File: src/rtl/cfs_pkg.sv
// ----------------------------------------------------------------------------
// cfs_pkg
// Shared types and constants of the semi-sorted cuckoo filter engine.
// ----------------------------------------------------------------------------
package cfs_pkg;

  // Command codes of an input word.
  typedef enum logic [1:0] {
    CMD_ADD      = 2'd0,
    CMD_CONTAIN  = 2'd1,
    CMD_DELETE   = 2'd2,
    CMD_CLEAR    = 2'd3
  } cmd_e;

  // Result status codes.
  typedef enum logic [1:0] {
    ST_OK        = 2'd0,
    ST_FULL      = 2'd1,
    ST_NOT_FOUND = 2'd2,
    ST_RSVD      = 2'd3
  } status_e;

  // Configuration register indexes.
  typedef enum logic [1:0] {
    CFG_BUCKET_LOG2 = 2'd0,
    CFG_TAG_BITS    = 2'd1,
    CFG_RSVD2       = 2'd2,
    CFG_RSVD3       = 2'd3
  } cfg_idx_e;

  localparam int unsigned SlotsPerBucket = 4;
  localparam int unsigned NibbleBits     = 4;
  localparam int unsigned CodeBits       = SlotsPerBucket * NibbleBits;
  localparam int unsigned CountBits      = 13;
  localparam logic [CountBits-1:0] CountMax = 13'h1fff;
  localparam logic [31:0] AltMult        = 32'h5bd1e995;
  localparam logic [15:0] LfsrSeed       = 16'hace1;
  localparam logic [3:0]  BucketLog2Rst  = 4'd10;
  localparam logic [4:0]  TagBitsRst     = 5'd16;
  localparam logic [4:0]  TagBitsMin     = 5'd5;

endpackage

File: src/rtl/cfs_alt_hash.sv
// ----------------------------------------------------------------------------
// cfs_alt_hash
// Alternate bucket index: index XOR low bits of (tag times the mix constant), masked.
// ----------------------------------------------------------------------------
module cfs_alt_hash #(
  parameter int unsigned IW = 10,
  parameter int unsigned TW = 16
) (
  input  logic [IW-1:0] idx_i,
  input  logic [TW-1:0] tag_i,
  input  logic [IW-1:0] mask_i,
  output logic [IW-1:0] alt_o
);
  import cfs_pkg::*;

  logic [31:0] prod;

  always_comb begin
    prod  = 32'(tag_i) * AltMult;
    alt_o = (idx_i ^ prod[IW-1:0]) & mask_i;
  end

endmodule

File: config.mk
export PLATFORM = sky130hd
export DESIGN_NAME = cfs_alt_hash
export DESIGN_NICKNAME = d
export VERILOG_FILES = /design/src/rtl/cfs_pkg.sv /design/src/rtl/cfs_alt_hash.sv
export SDC_FILE = /design/constraint.sdc
export NUM_CORES = 1
export LEC_CHECK = 0
export ABC_AREA = 1
export BUFFER_PORTS_ARGS = -buffer_cell sky130_fd_sc_hd__buf_2
export CAP_MARGIN = 0
export CORE_ASPECT_RATIO = 1.1
export CORE_UTILIZATION = 52
export DETAILED_ROUTE_END_ITERATION = 7
export GPL_TIMING_DRIVEN = 0
export PLACE_DENSITY = 0.95
export SETUP_SLACK_MARGIN = 0.4
export SYNTH_ARGS = -nofsm -noshare
export SYNTH_HDL_FRONTEND = slang
export SYNTH_SLANG_ARGS = --single-unit
File: constraint.sdc
create_clock -name vclk -period 8.3
set_clock_uncertainty 0.15 [all_clocks]
set_input_delay 1.245 -clock vclk [all_inputs]
set_output_delay 1.245 -clock vclk [all_outputs]
set_load 0.05 [all_outputs]
Yosys cells after proc, flatten, opt, wreduce, memory -nomap -nowiden
Cells that the tools add are included.
{"block": "word_totals", "register_bits": 0, "latchBits": 0, "mem_bits_rw": 0, "romBits": 0, "inputBits": 36, "output_inout_bits": 10, "word_cells": 3, "n_memories": 0}
{"block": "op_classes", "addsub": 0, "multipliers": 1, "n_div": 0, "order_cmp": 0, "n_eq_ne": 0, "shift": 0, "muxes": 0, "bitwise": 2, "n_reduce_logical": 0}
{"operator": "multiplier 16 x 31 -> 10 bit, second input constant", "count": 1}
{"operator": "bitwise AND 10 bit", "count": 1}
{"operator": "bitwise XOR 10 bit", "count": 1}

Logic depth before layout (Yosys ltp)
{"block": "logic_depth", "ltp_word": 3, "ltp_mapped": 17, "depth_no_buf": 17}

Worst setup path after synthesis
No wires, ideal clock.
{"block": "synth_path", "path_type": "input -> output", "start": "in tag_i[4]", "end": "out alt_o[8]", "arrival_time_ps": 5248, "path_slack_ps": 1657, "stages": 11, "n_path_buf": 0, "cell_sequence": "ha_1 > ha_1 > inv_1 > fa_1 > inv_1 > fa_1 > fa_1 > ha_1 > xnor2_1 > or2_2 > a21boi_0"}
{"block": "synth_via", "elab_chain_cells": 3}
{"item": "start, declared", "line_no": "cfs_alt_hash.sv:10", "text": "input logic [TW-1:0] tag_i,"}
{"item": "multiplier 16 x 31 -> 10 bit", "line_no": "cfs_alt_hash.sv:19", "text": "prod = 32'(tag_i) * AltMult;"}
{"item": "bitwise XOR 10 bit", "line_no": "cfs_alt_hash.sv:20", "text": "alt_o = (idx_i ^ prod[IW-1:0]) & mask_i;"}
{"item": "bitwise AND 10 bit", "line_no": "cfs_alt_hash.sv:20"}
{"item": "end, declared", "line_no": "cfs_alt_hash.sv:12", "text": "output logic [IW-1:0] alt_o"}
Every way passes these cells.

Final worst setup path
{"block": "layout_path", "start": "in tag_i[4]", "end": "out alt_o[9]"}
Same word-level chain as after synthesis.

==> results.yml <==
status:
  status: "finished, final reports clean"
floorplanning:
  rows: 15
  start_util_pct: 55.8
  die_x_um: 41.0
  dieArea_um2: 1840
  die_h_um: 44.9
  core_area_um2: 1560
  pin_count: 46
global_route:
  gr-total-overflow: 0
  grt_pass1_vias: 847
  grt_max_degree: 7
  track_usage_pct: 21.7
  grt_pass1_wl_um: 2900
  antenna_found_initial: 0
worst_setup_path:
  required_ns: 6.90
  cp_max_fo: 3
  path_depth: 16
  slowest_delay_ns: 0.56
  setup.worst_path.end_class: "output port"
  path_cells: "buf_2 -> ha_1 -> ha_1 -> inv_1 -> fa_1 -> inv_1 -> fa_1 -> fa_1 -> ha_1 -> a21o_1 -> nor2_1 -> nand3b_1 -> nand2_1 -> nand3_1 -> a21oi_2 -> buf_2"
  crit_buf_inv: 4
  crit_slowest_cell: "fa_1"
  crit_family: "adder cells"
  crit_type: "input port to output port"
  cp-start-kind: "input port"
  worstPathArrival_ns: 4.93
placement:
  hpwl_um: 1680
  dp.cells: 194
  port_buffers: 40
  gp_congestion: 0.793
logic_synthesis:
  yosysTopAreaCellShare_pct: 27.3
  synth_area_leaders: "ha_1 27%, nand2_1 18%, fa_1 14%"
  syn-num-nets: 198
  yosysMostFrequentCell: "nand2_1"
  syn_area_per_cell_um2: 6.35
  syn-cell-area_um2: 870
  postSynthCellCount: 137
  yosysTopAreaCell: "ha_1"
  yosys_warnings: 0
  yosysSeqAreaShare_pct: 0
  synth_cell_types: 16
  ys_top_cells_by_count: "41 x nand2_1, 31 x inv_1, 19 x ha_1"
finish:
  instances_no_fill: 194
  clkbuf_count: 0
  regArea_um2: 0
  seq_cells: 0
  fin_nets: 240
  diodes: 0
  synthToLayoutAreaGrowth_pct: 25.5
  post_route_cells_drive_above_1_share_pct: 24.3
flow_run:
  max_cap_violations: 0
timing:
  setup_viol: 0
  hold_violations: 0
  maxSlewHeadroom_pct: 83.2
  slew_violations: 0
  rsz0062_at_grt: "false"
  hold_ws_ns: 2.70
  worst_slew_pin_slew_ns: 0.250
  tns_ns: 0
  timing.fmax_mhz: 158
  period_share_pct: 76.3
  period_minus_slack_ns: 6.33
routing:
  drc: 0
  dr_total_vias: 944
  ant_nets: 0
  drtIter0Drc: 7
  vias_per_cell: 4.87
  dr.pass1.iters: 4
  wl_um: 1800
  wl_per_cell_um: 9.25
cts:
  cts_resized: 0
  cts_setup_buffers: 0
  cts_hold_buf: 0
power:
  leakagePower_nw: 0.725
  power_mw: 0.184
  vdd_ir_drop_max_v: 0.0000904
  power.density_nw_per_um2: 168
hold_path:
  hold_path_depth: 4
  hold_class: "input port to output port"
## cell families after synthesis
group	after synthesis	synth area share (%)
compound gates	4	3.31
simple gates	66	31.1
fa+ha+maj	25	41.2
buf+inv	31	13.4
xor+xnor	11	11.1
## power breakdown
group | total (mW) | internal (mW) | switching (mW)
Sequential | 0 | 0 | 0
Clock | 0 | 0 | 0
Combinational | 0.184 | 0.0671 | 0.117
## cell type report
class | count | area (um2)
multi-input cells | 106 | 753
fillers | 150 | 467
repair buffers | 40 | 200
inverters | 31 | 116
well taps | 17 | 21.3
## cell usage in the layout, fill, tap and decap left out, types with 4 or more instances in the layout
| cell type | instances |
|---|---|
| xor2_1 | 4 |
| inv_1 | 31 |
| ha_1 | 19 |
| nand2_1 | 41 |
| xnor2_1 | 7 |
| nor2_1 | 15 |
| nand3_1 | 6 |
| fa_1 | 6 |
| buf_2 | 40 |
## stage by stage
step / cell area, um2 / worst slack [ns] / utilization [%]
final: 1090 / 1.97 / 70.0
after detailed placement: 1090 / 1.98 / 70.0
after global routing: 1090 / 1.81 / 70.0
after global placement: 1090 / 2.07 / 70.0
after CTS: 1090 / 1.97 / 70.0
after floorplan: 870 / 1.66 / -
## layer usage
layer  GRT usage (%)  routed length (um)  up-vias
li1                -                   -      495
met1            20.4                 684      414
met2            46.6                 991       33
met3           0.493                  95        2
met4            4.00                  23        0
met5               0                   0        -
## final timing paths
| check | start | end | slack [ns] |
|---|---|---|---|
| max | tag_i[4] | alt_o[9] | 1.97 |
| min | mask_i[6] | alt_o[6] | 2.70 |
Note: power is estimated with default switching activity, not from simulation.
