### config.mk
export PLATFORM = sky130hd
export DESIGN_NAME = cfs_slot_sort
export DESIGN_NICKNAME = d
export VERILOG_FILES = /design/src/rtl/cfs_pkg.sv /design/src/rtl/cfs_slot_sort.sv
export SDC_FILE = /design/constraint.sdc
export NUM_CORES = 1
export LEC_CHECK = 0
export ABC_AREA = 1
export BUFFER_PORTS_ARGS = -buffer_cell sky130_fd_sc_hd__buf_2
export CORE_MARGIN = 1
export CORE_UTILIZATION = 35
export DETAILED_ROUTE_END_ITERATION = 8
export PLACE_DENSITY = 0.72
export SYNTH_ARGS = -nofsm -noshare
export SYNTH_HDL_FRONTEND = slang
export SYNTH_SLANG_ARGS = --single-unit
### constraint.sdc
create_clock -name vclk -period 4.98
set_input_delay 0.249 -clock vclk [all_inputs]
set_output_delay 0.249 -clock vclk [all_outputs]
set_load 0.01 [all_outputs]
### src/rtl/cfs_pkg.sv
// ----------------------------------------------------------------------------
// cfs_pkg
// Shared types and constants of the semi-sorted cuckoo filter engine.
// ----------------------------------------------------------------------------
package cfs_pkg;

  // Command codes of an input word.
  typedef enum logic [1:0] {
    CMD_ADD      = 2'd0,
    CMD_CONTAIN  = 2'd1,
    CMD_DELETE   = 2'd2,
    CMD_CLEAR    = 2'd3
  } cmd_e;

  // Result status codes.
  typedef enum logic [1:0] {
    ST_OK        = 2'd0,
    ST_FULL      = 2'd1,
    ST_NOT_FOUND = 2'd2,
    ST_RSVD      = 2'd3
  } status_e;

  // Configuration register indexes.
  typedef enum logic [1:0] {
    CFG_BUCKET_LOG2 = 2'd0,
    CFG_TAG_BITS    = 2'd1,
    CFG_RSVD2       = 2'd2,
    CFG_RSVD3       = 2'd3
  } cfg_idx_e;

  localparam int unsigned SlotsPerBucket = 4;
  localparam int unsigned NibbleBits     = 4;
  localparam int unsigned CodeBits       = SlotsPerBucket * NibbleBits;
  localparam int unsigned CountBits      = 13;
  localparam logic [CountBits-1:0] CountMax = 13'h1fff;
  localparam logic [31:0] AltMult        = 32'h5bd1e995;
  localparam logic [15:0] LfsrSeed       = 16'hace1;
  localparam logic [3:0]  BucketLog2Rst  = 4'd10;
  localparam logic [4:0]  TagBitsRst     = 5'd16;
  localparam logic [4:0]  TagBitsMin     = 5'd5;

endpackage

### src/rtl/cfs_slot_sort.sv
// ----------------------------------------------------------------------------
// cfs_slot_sort
// Orders four tags by low nibble and packs them into a bucket word.
// ----------------------------------------------------------------------------
module cfs_slot_sort #(
  parameter int unsigned TW = 16,
  parameter int unsigned WW = 16 + 4 * (TW - 4)
) (
  input  logic [TW-1:0] tags_i [4],
  output logic [WW-1:0] word_o
);
  import cfs_pkg::*;

  localparam int unsigned HW = TW - NibbleBits;

  logic [TW-1:0] s [4];
  logic [TW-1:0] tmp;

  // Fixed five-stage network; swaps only on strictly greater nibbles.
  always_comb begin
    tmp = '0;
    s   = tags_i;
    if (s[0][3:0] > s[2][3:0]) begin tmp = s[0]; s[0] = s[2]; s[2] = tmp; end
    if (s[1][3:0] > s[3][3:0]) begin tmp = s[1]; s[1] = s[3]; s[3] = tmp; end
    if (s[0][3:0] > s[1][3:0]) begin tmp = s[0]; s[0] = s[1]; s[1] = tmp; end
    if (s[2][3:0] > s[3][3:0]) begin tmp = s[2]; s[2] = s[3]; s[3] = tmp; end
    if (s[1][3:0] > s[2][3:0]) begin tmp = s[1]; s[1] = s[2]; s[2] = tmp; end
    for (int k = 0; k < 4; k++) begin
      word_o[NibbleBits*k +: NibbleBits] = s[k][3:0];
      word_o[CodeBits + HW*k +: HW]      = s[k][TW-1:NibbleBits];
    end
  end

endmodule

* After elaboration in Yosys (flattened, before gate mapping)
Cells that the tools add are included.
** Storage, ports and cells
- Register bits after elaboration :: 0
- Input bits :: 64
- Word-level logic and storage cells :: 12
** Operators by class
- Magnitude comparators :: 5
- Mux-type cells :: 7
** Operator list (number)
- two-way mux 32 bit :: 3
- two-way mux 16 bit :: 4
- > comparator 4 bit :: 5

* Longest topological paths before layout
Gate-level depths: netlist of run 1.
- Depth in word-level cells :: 6
- Mapped depth :: 31

* Worst setup path before layout of run 1
No wires, ideal clock.
- Path type :: input-to-output
- Start :: input tags_i[19] in the netlist's numbering
- End :: output word_o[10]
- Arrival :: 3.969 ns
- Data required time :: 4.731 ns
- Setup slack :: 0.762 ns
- Stages on the path :: 28
- Path buffers :: 4
- Cell sequence :: inv_1 ha_1 a21oi_1 nand2_2 nand2_4 buf_2 buf_1 nand2_1 o21ai_0 inv_1 ha_1 nand2_1 a21oi_2 nand2_1 nand2_2 nand2_4 buf_4 nand2_1 nand2_1 ha_1 inv_1 nor2_1 o21ai_0 a32oi_1 inv_1 clkbuf_1 nand3_1 nand2_1
** Between the ends
- Longest elaborated chain between the ends :: 6
- Elaborated cells between the ends (all ways) :: 9
- Those cells by class :: order compare: 4; mux: 5
** Ends and longest elaborated chain
- from (decl) :: RTL line cfs_slot_sort.sv:9 : input logic [TW-1:0] tags_i [4],
- > comparator 4 bit :: RTL line cfs_slot_sort.sv:23 : if (s[0][3:0] > s[2][3:0]) begin tmp = s[0]; s[0] = s[2]; s[2] = tmp; end
- two-way mux 16 bit :: RTL line cfs_slot_sort.sv:23
- > comparator 4 bit, on equally long branches :: RTL line cfs_slot_sort.sv:25, cfs_slot_sort.sv:26
- two-way mux 32 bit, on equally long branches :: RTL line cfs_slot_sort.sv:25, cfs_slot_sort.sv:26
- > comparator 4 bit :: RTL line cfs_slot_sort.sv:27 : if (s[1][3:0] > s[2][3:0]) begin tmp = s[1]; s[1] = s[2]; s[2] = tmp; end
- two-way mux 32 bit * :: RTL line cfs_slot_sort.sv:27
- to (decl) :: RTL line cfs_slot_sort.sv:10 : output logic [WW-1:0] word_o
Mark *: on every way between the ends. The rest lies on a longest branch, timed or not.

* Worst setup path after layout of run 1
- Start :: input tags_i[19] in the netlist's numbering
- End :: output word_o[32]
Same word-level chain as after synthesis.

==> impl_metrics.json, run 1 <==
{
  "placed_cell_area_sq_mm": 0.00324,
  "rsz0062_at_grt": "false",
  "syn_avg_cell_area_sq_um": 4.83,
  "critPathMaxStageDelay_ns": 0.45,
  "vias": 3650,
  "viasPerCell": 4.96,
  "core_sq_mm": 0.00694,
  "dieWidth_um": 87.6,
  "seq_cell_count": 0,
  "grt_max_degree": 51,
  "final_cell_mix": "nand2_1 (149), buf_2 (128), nand3_1 (100), inv_1 (70), o21ai_0 (42)",
  "final_max_slew_viol_count": 0,
  "n_antenna_cell": 0,
  "path_common_cell": "nand2_1",
  "stdcell_area_sq_mm": 0.00327,
  "gp_congestion": 0.898,
  "ys_warn_count": 0,
  "power_density_mw_per_mm2": 595,
  "layout_commonest_cell": "nand2_1",
  "max_slew.worst_pin.slew_ns": 0.512,
  "fin_nets": 723,
  "cp-start-kind": "input pin",
  "netlist_area_sq_mm": 0.00256,
  "grt_pass1_vias": 2935,
  "fmax_mhz": 218,
  "drt-pass1-iter-count": 5,
  "die_h_um": 87.6,
  "worstHoldPathType": "input pin to output pin",
  "grt_overflow": 0,
  "total_power_w": 0.00195,
  "crit_type": "input pin to output pin",
  "syn_nets": 612,
  "drc": 0,
  "yosysSeqAreaShare": 0,
  "critPathArrivalTime_ns": 4.35,
  "finalSetupTns_ns": 0,
  "routed_wl_um": 9510,
  "fin_crit_ns": 4.60,
  "drtAntennaViolNets": 0,
  "crit_path_max_fanout": 50,
  "crit_slowest_cell": "o21ai_0",
  "setup_violations": 0,
  "synth_cell_types": 25,
  "num_rows": 30,
  "syn_to_final_growth_pct": 27.8,
  "hold_viol": 0,
  "static-leakage-power_nw": 1.98,
  "crit_chain": "buf_2 > inv_1 > ha_1 > nand2_1 > inv_2 > nand2_1 > nand2_2 > nand2_4 > buf_6 > o21ai_0 > ha_1 > nand3_2 > nand2_4 > nand2_1 > nand2_1 > ha_1 > nand2_1 > inv_1 > o21ai_0 > a32oi_2 > buf_6 > nand3_1 > nand2_1 > buf_2",
  "maxCapViolations": 0,
  "track_usage": 0.228,
  "antenna_found_initial": 0,
  "period_share": 0.923,
  "numPortBuffers": 128,
  "nClkBuffers": 0,
  "peakVddDrop_mv": 0.294,
  "drive_above_1_share": 0.259,
  "multi_input_area_sq_mm": 0.00213,
  "hpwlAfterDp_um": 7960,
  "routedWlPerCell_um": 12.9,
  "top_level_ports": 128,
  "die_area_sq_mm": 0.00767,
  "syn_inst": 531,
  "initial_core_util": 0.369,
  "fill_cells": 787,
  "crit_required_ns": 4.73,
  "cp-end-kind": "output pin",
  "seq_area_sq_um": 0,
  "place_inst": 733,
  "grt_pass1_wl_um": 13900,
  "final_cell_count_no_fill": 736,
  "max-slew-margin-rel": 0.655,
  "drtIter0Drc": 301,
  "status": "finished clean"
}
synth_stat cells (6+ instances only):
| cell | n | area share |
|---|---|---|
| or2_1 | 8 | 0.020 |
| nand2_2 | 6 | 0.015 |
| nor2_1 | 28 | 0.041 |
| ha_1 | 17 | 0.083 |
| clkbuf_1 | 15 | 0.022 |
| o21ai_0 | 42 | 0.082 |
| nand3_1 | 100 | 0.20 |
| inv_1 | 71 | 0.10 |
| buf_2 | 9 | 0.018 |
| o21ai_1 | 26 | 0.051 |
| nand2_1 | 149 | 0.22 |
| a21oi_1 | 29 | 0.057 |
layer usage:
layer | vias up | part of all wire | track usage | wire length (um)
met2 | 143 | 0.43 | 0.353 | 4130
met5 | - | 0 | 0 | 0
met1 | 1545 | 0.48 | 0.355 | 4550
met4 | 0 | 0.019 | 0.0328 | 176
li1 | 1946 | - | - | -
met3 | 16 | 0.068 | 0.00660 | 647
worst max-delay path, delay by kind of cell:
family / cells / cell delay (ns)
buf+inv: 7 / 0.96
simple gates: 11 / 1.26
fa+ha+maj: 3 / 0.93
compound gates: 3 / 0.94
path summary, 6_finish.rpt:
| path | from | to | slack [ns] | cells after the start |
|---|---|---|---|---|
| setup / recovery | tags_i[19] | word_o[32] | 0.38 | 24 |
| hold / removal | tags_i[43] | word_o[23] | 0.96 | 4 |
logic make-up after synthesis:
group                    count (synthesis)  synth area share
adder cells (fa/ha/maj)                 17            0.0830
buffers and inverters                  105             0.171
AO/OA/AOI/OAI                          102             0.206
AND/OR/NAND/NOR                        307             0.540
power breakdown:
part / switching, W / total [W] / internal (W)
Sequential: 0 / 0 / 0
Clock: 0 / 0 / 0
Combinational: 0.00124 / 0.00195 / 0.000707
Total: 0.00124 / 0.00195 / 0.000707
what timing repair did:
item / 4_1_cts / 5_1_grt
setup endpoints to repair: 0 / 32
hold buffers: 0 / 0
hold endpoints to repair: 0 / 0
resized for setup: 0 / 5
buffers inserted: 0 / 2
per-stage QoR:
stage | hold slack, ns | utilization | worst slack, ns
finish | 0.958 | 0.472 | 0.385
global route | 0.956 | 0.472 | 0.0761
CTS | 0.938 | 0.466 | 0.152
detailed placement | 0.936 | 0.466 | 0.157
global placement | 0.954 | 0.466 | 0.301
floorplan | 0.750 | - | 0.762
cell type report:
class / count / share of cell area
timing repair inverter: 1 / 0.00229
timing repair buffer: 139 / 0.224
tap: 96 / 0.0367
multi-input combinational: 426 / 0.651
inverter: 74 / 0.0860
(Power assumes the default switching activity.)
==> run 2, diff against run 1 <==
--- a/config.mk
+++ b/config.mk
@@ -5,7 +5,6 @@
 export SDC_FILE = /design/constraint.sdc
 export NUM_CORES = 1
 export LEC_CHECK = 0
-export ABC_AREA = 1
 export BUFFER_PORTS_ARGS = -buffer_cell sky130_fd_sc_hd__buf_2
 export CORE_MARGIN = 1
 export CORE_UTILIZATION = 35
==> impl_metrics.json, run 2 <==
{
  "cp-start-kind": "input pin",
  "crit_chain": "buf_2 > inv_1 > ha_1 > and4_1 > a21oi_4 > mux2i_2 > inv_1 > ha_4 > or2_4 > nor2_2 > o21ai_2 > o311ai_4 > nor3_4 > buf_4 > mux2_4 > ha_4 > o21a_1 > o21a_1 > o21a_4 > buf_8 > or4_4 > o221ai_2 > buf_2",
  "die_area_sq_mm": 0.00778,
  "seq_cell_count": 0,
  "routed_wl_um": 9780,
  "worstHoldPathType": "input pin to output pin",
  "hpwlAfterDp_um": 7420,
  "synth_top_cell_by_area": "mux2i_1",
  "synth.most_common_cell": "mux2i_1",
  "crit_type": "input pin to output pin",
  "seq_area_sq_um": 0,
  "core_sq_mm": 0.00721,
  "yosys.area.top_type_share": 0.308,
  "critPathMaxStageDelay_ns": 0.48,
  "static-leakage-power_nw": 1.93,
  "drtAntennaViolNets": 0,
  "drt-pass1-iter-count": 4,
  "antenna_found_initial": 0,
  "multi_input_area_sq_mm": 0.00275,
  "hold_buffers": 0,
  "viasPerCell": 5.80,
  "crit_required_ns": 4.73,
  "fmax_mhz": 203,
  "ys_warn_count": 0,
  "track_usage": 0.221,
  "grt_pass1_wl_um": 13900,
  "crit_path_max_fanout": 22,
  "num_rows": 31,
  "cp_num_buf_inv": 6,
  "die_h_um": 88.2,
  "power_density_mw_per_mm2": 523,
  "final_cell_mix": "buf_2 (127), mux2i_1 (73), buf_4 (45), inv_1 (28), mux2_2 (27)",
  "final_max_slew_viol_count": 0,
  "grt_max_degree": 33,
  "maxCapViolations": 0,
  "fin_nets": 558,
  "grt_overflow": 0,
  "syn_avg_cell_area_sq_um": 8.18,
  "setup_violations": 0,
  "rsz0062_at_grt": "true",
  "routedWlPerCell_um": 17.0,
  "drc": 0,
  "max-slew-margin-rel": 0.605,
  "critPathArrivalTime_ns": 4.67,
  "yosysSeqAreaShare": 0,
  "peakVddDrop_mv": 0.413,
  "fin_crit_ns": 4.92,
  "synth_cell_types": 45,
  "crit_slowest_cell": "or4_4",
  "fill_cells": 663,
  "hold_ws_ns": 0.904,
  "layout_commonest_cell": "buf_2",
  "finalSetupTns_ns": 0,
  "drtIter0Drc": 181,
  "gp_congestion": 0.932,
  "vias": 3327,
  "netlist_area_sq_mm": 0.00260,
  "n_antenna_cell": 0,
  "synthTopCellsByCount": "mux2i_1 (80), mux2_2 (29), inv_1 (28), or4_1 (28), o221ai_1 (27)",
  "period_share": 0.988,
  "synthTopCellsByArea": "mux2i_1 (31%), mux2_2 (13%), o221ai_1 (9.1%), ha_1 (8.2%), or4_1 (8.1%)",
  "syn_inst": 318,
  "dieWidth_um": 88.2,
  "stdcell_area_sq_mm": 0.00406,
  "status": "finished clean",
  "initial_core_util": 0.360,
  "hold_viol": 0,
  "syn_to_final_growth_pct": 56.0,
  "pre_cts_ws_ns": -0.223,
  "nClkBuffers": 0,
  "path_delay_family": "simple AND/OR/NAND/NOR gates",
  "grt_pass1_vias": 3034,
  "top_level_ports": 128,
  "numPortBuffers": 128,
  "fin_ws_ns": 0.0603,
  "drive_above_1_share": 0.571,
  "cp-end-kind": "output pin",
  "syn_nets": 399,
  "max_slew.worst_pin.slew_ns": 0.575,
  "placed_cell_area_sq_mm": 0.00354
}
[run 2: cell types whose count changed in the layout (fill, tap and decap cells not counted), sizes merged, moves of 29 or more]
cell / change
o21ai: -64
mux2: +29
mux2i: +82
inv: -45
nand3: -104
nand2: -154
buf: +42
[run 2: cell families after synthesis]
kind of cell,synth area share
xor+xnor,0.00337
mux,0.444
simple gates,0.157
fa+ha+maj,0.0818
compound gates,0.224
buf+inv,0.0890
[run 2: final cells by class]
type                            count  area share
Multi-Input combinational cell    266       0.678
Timing Repair Buffer              181       0.266
Tap cell                           99      0.0305
Inverter                           28      0.0259
[run 2: routing by layer]
metal  up-vias  wire, um  GRT usage
li1       1601         -          -
met1      1609      4100      0.301
met2       107      5050      0.399
met3        10       498    0.00377
met4         0       123     0.0293
met5         -         0          0
[run 2: power by group]
group          leakage [nW]  switching (W)  internal, W
clock network             0              0            0
logic                  1.93        0.00114     0.000983
registers                 0              0            0
[run 2: worst min-delay path, delay by kind of cell]
family / cells / cell delay [ns]
buffers and inverters: 2 / 0.22
muxes: 2 / 0.19
[run 2: worst paths after layout]
path,endpoint,slack [ns],from,cells past startpoint
worst max-delay path,word_o[39],0.06,tags_i[3],23
worst min-delay path,word_o[53],0.90,tags_i[5],4
[run 2: repair_timing]
| item | CTS | global route |
|---|---|---|
| setup endpoints to repair | 27 | 30 |
| setup buffers | 7 | 9 |
| gates resized for setup | 13 | 62 |
| gates cloned | 0 | 0 |
| pin swaps | 1 | 10 |
[run 2: metrics by stage]
step	total power [W]	cells	utilization
2_1_floorplan	0.00112	318	-
3_3_place_gp	0.00175	558	0.490
3_5_place_dp	0.00177	558	0.490
4_1_cts	0.00186	565	0.506
5_1_grt	0.00228	574	0.562
6_report	0.00212	574	0.562
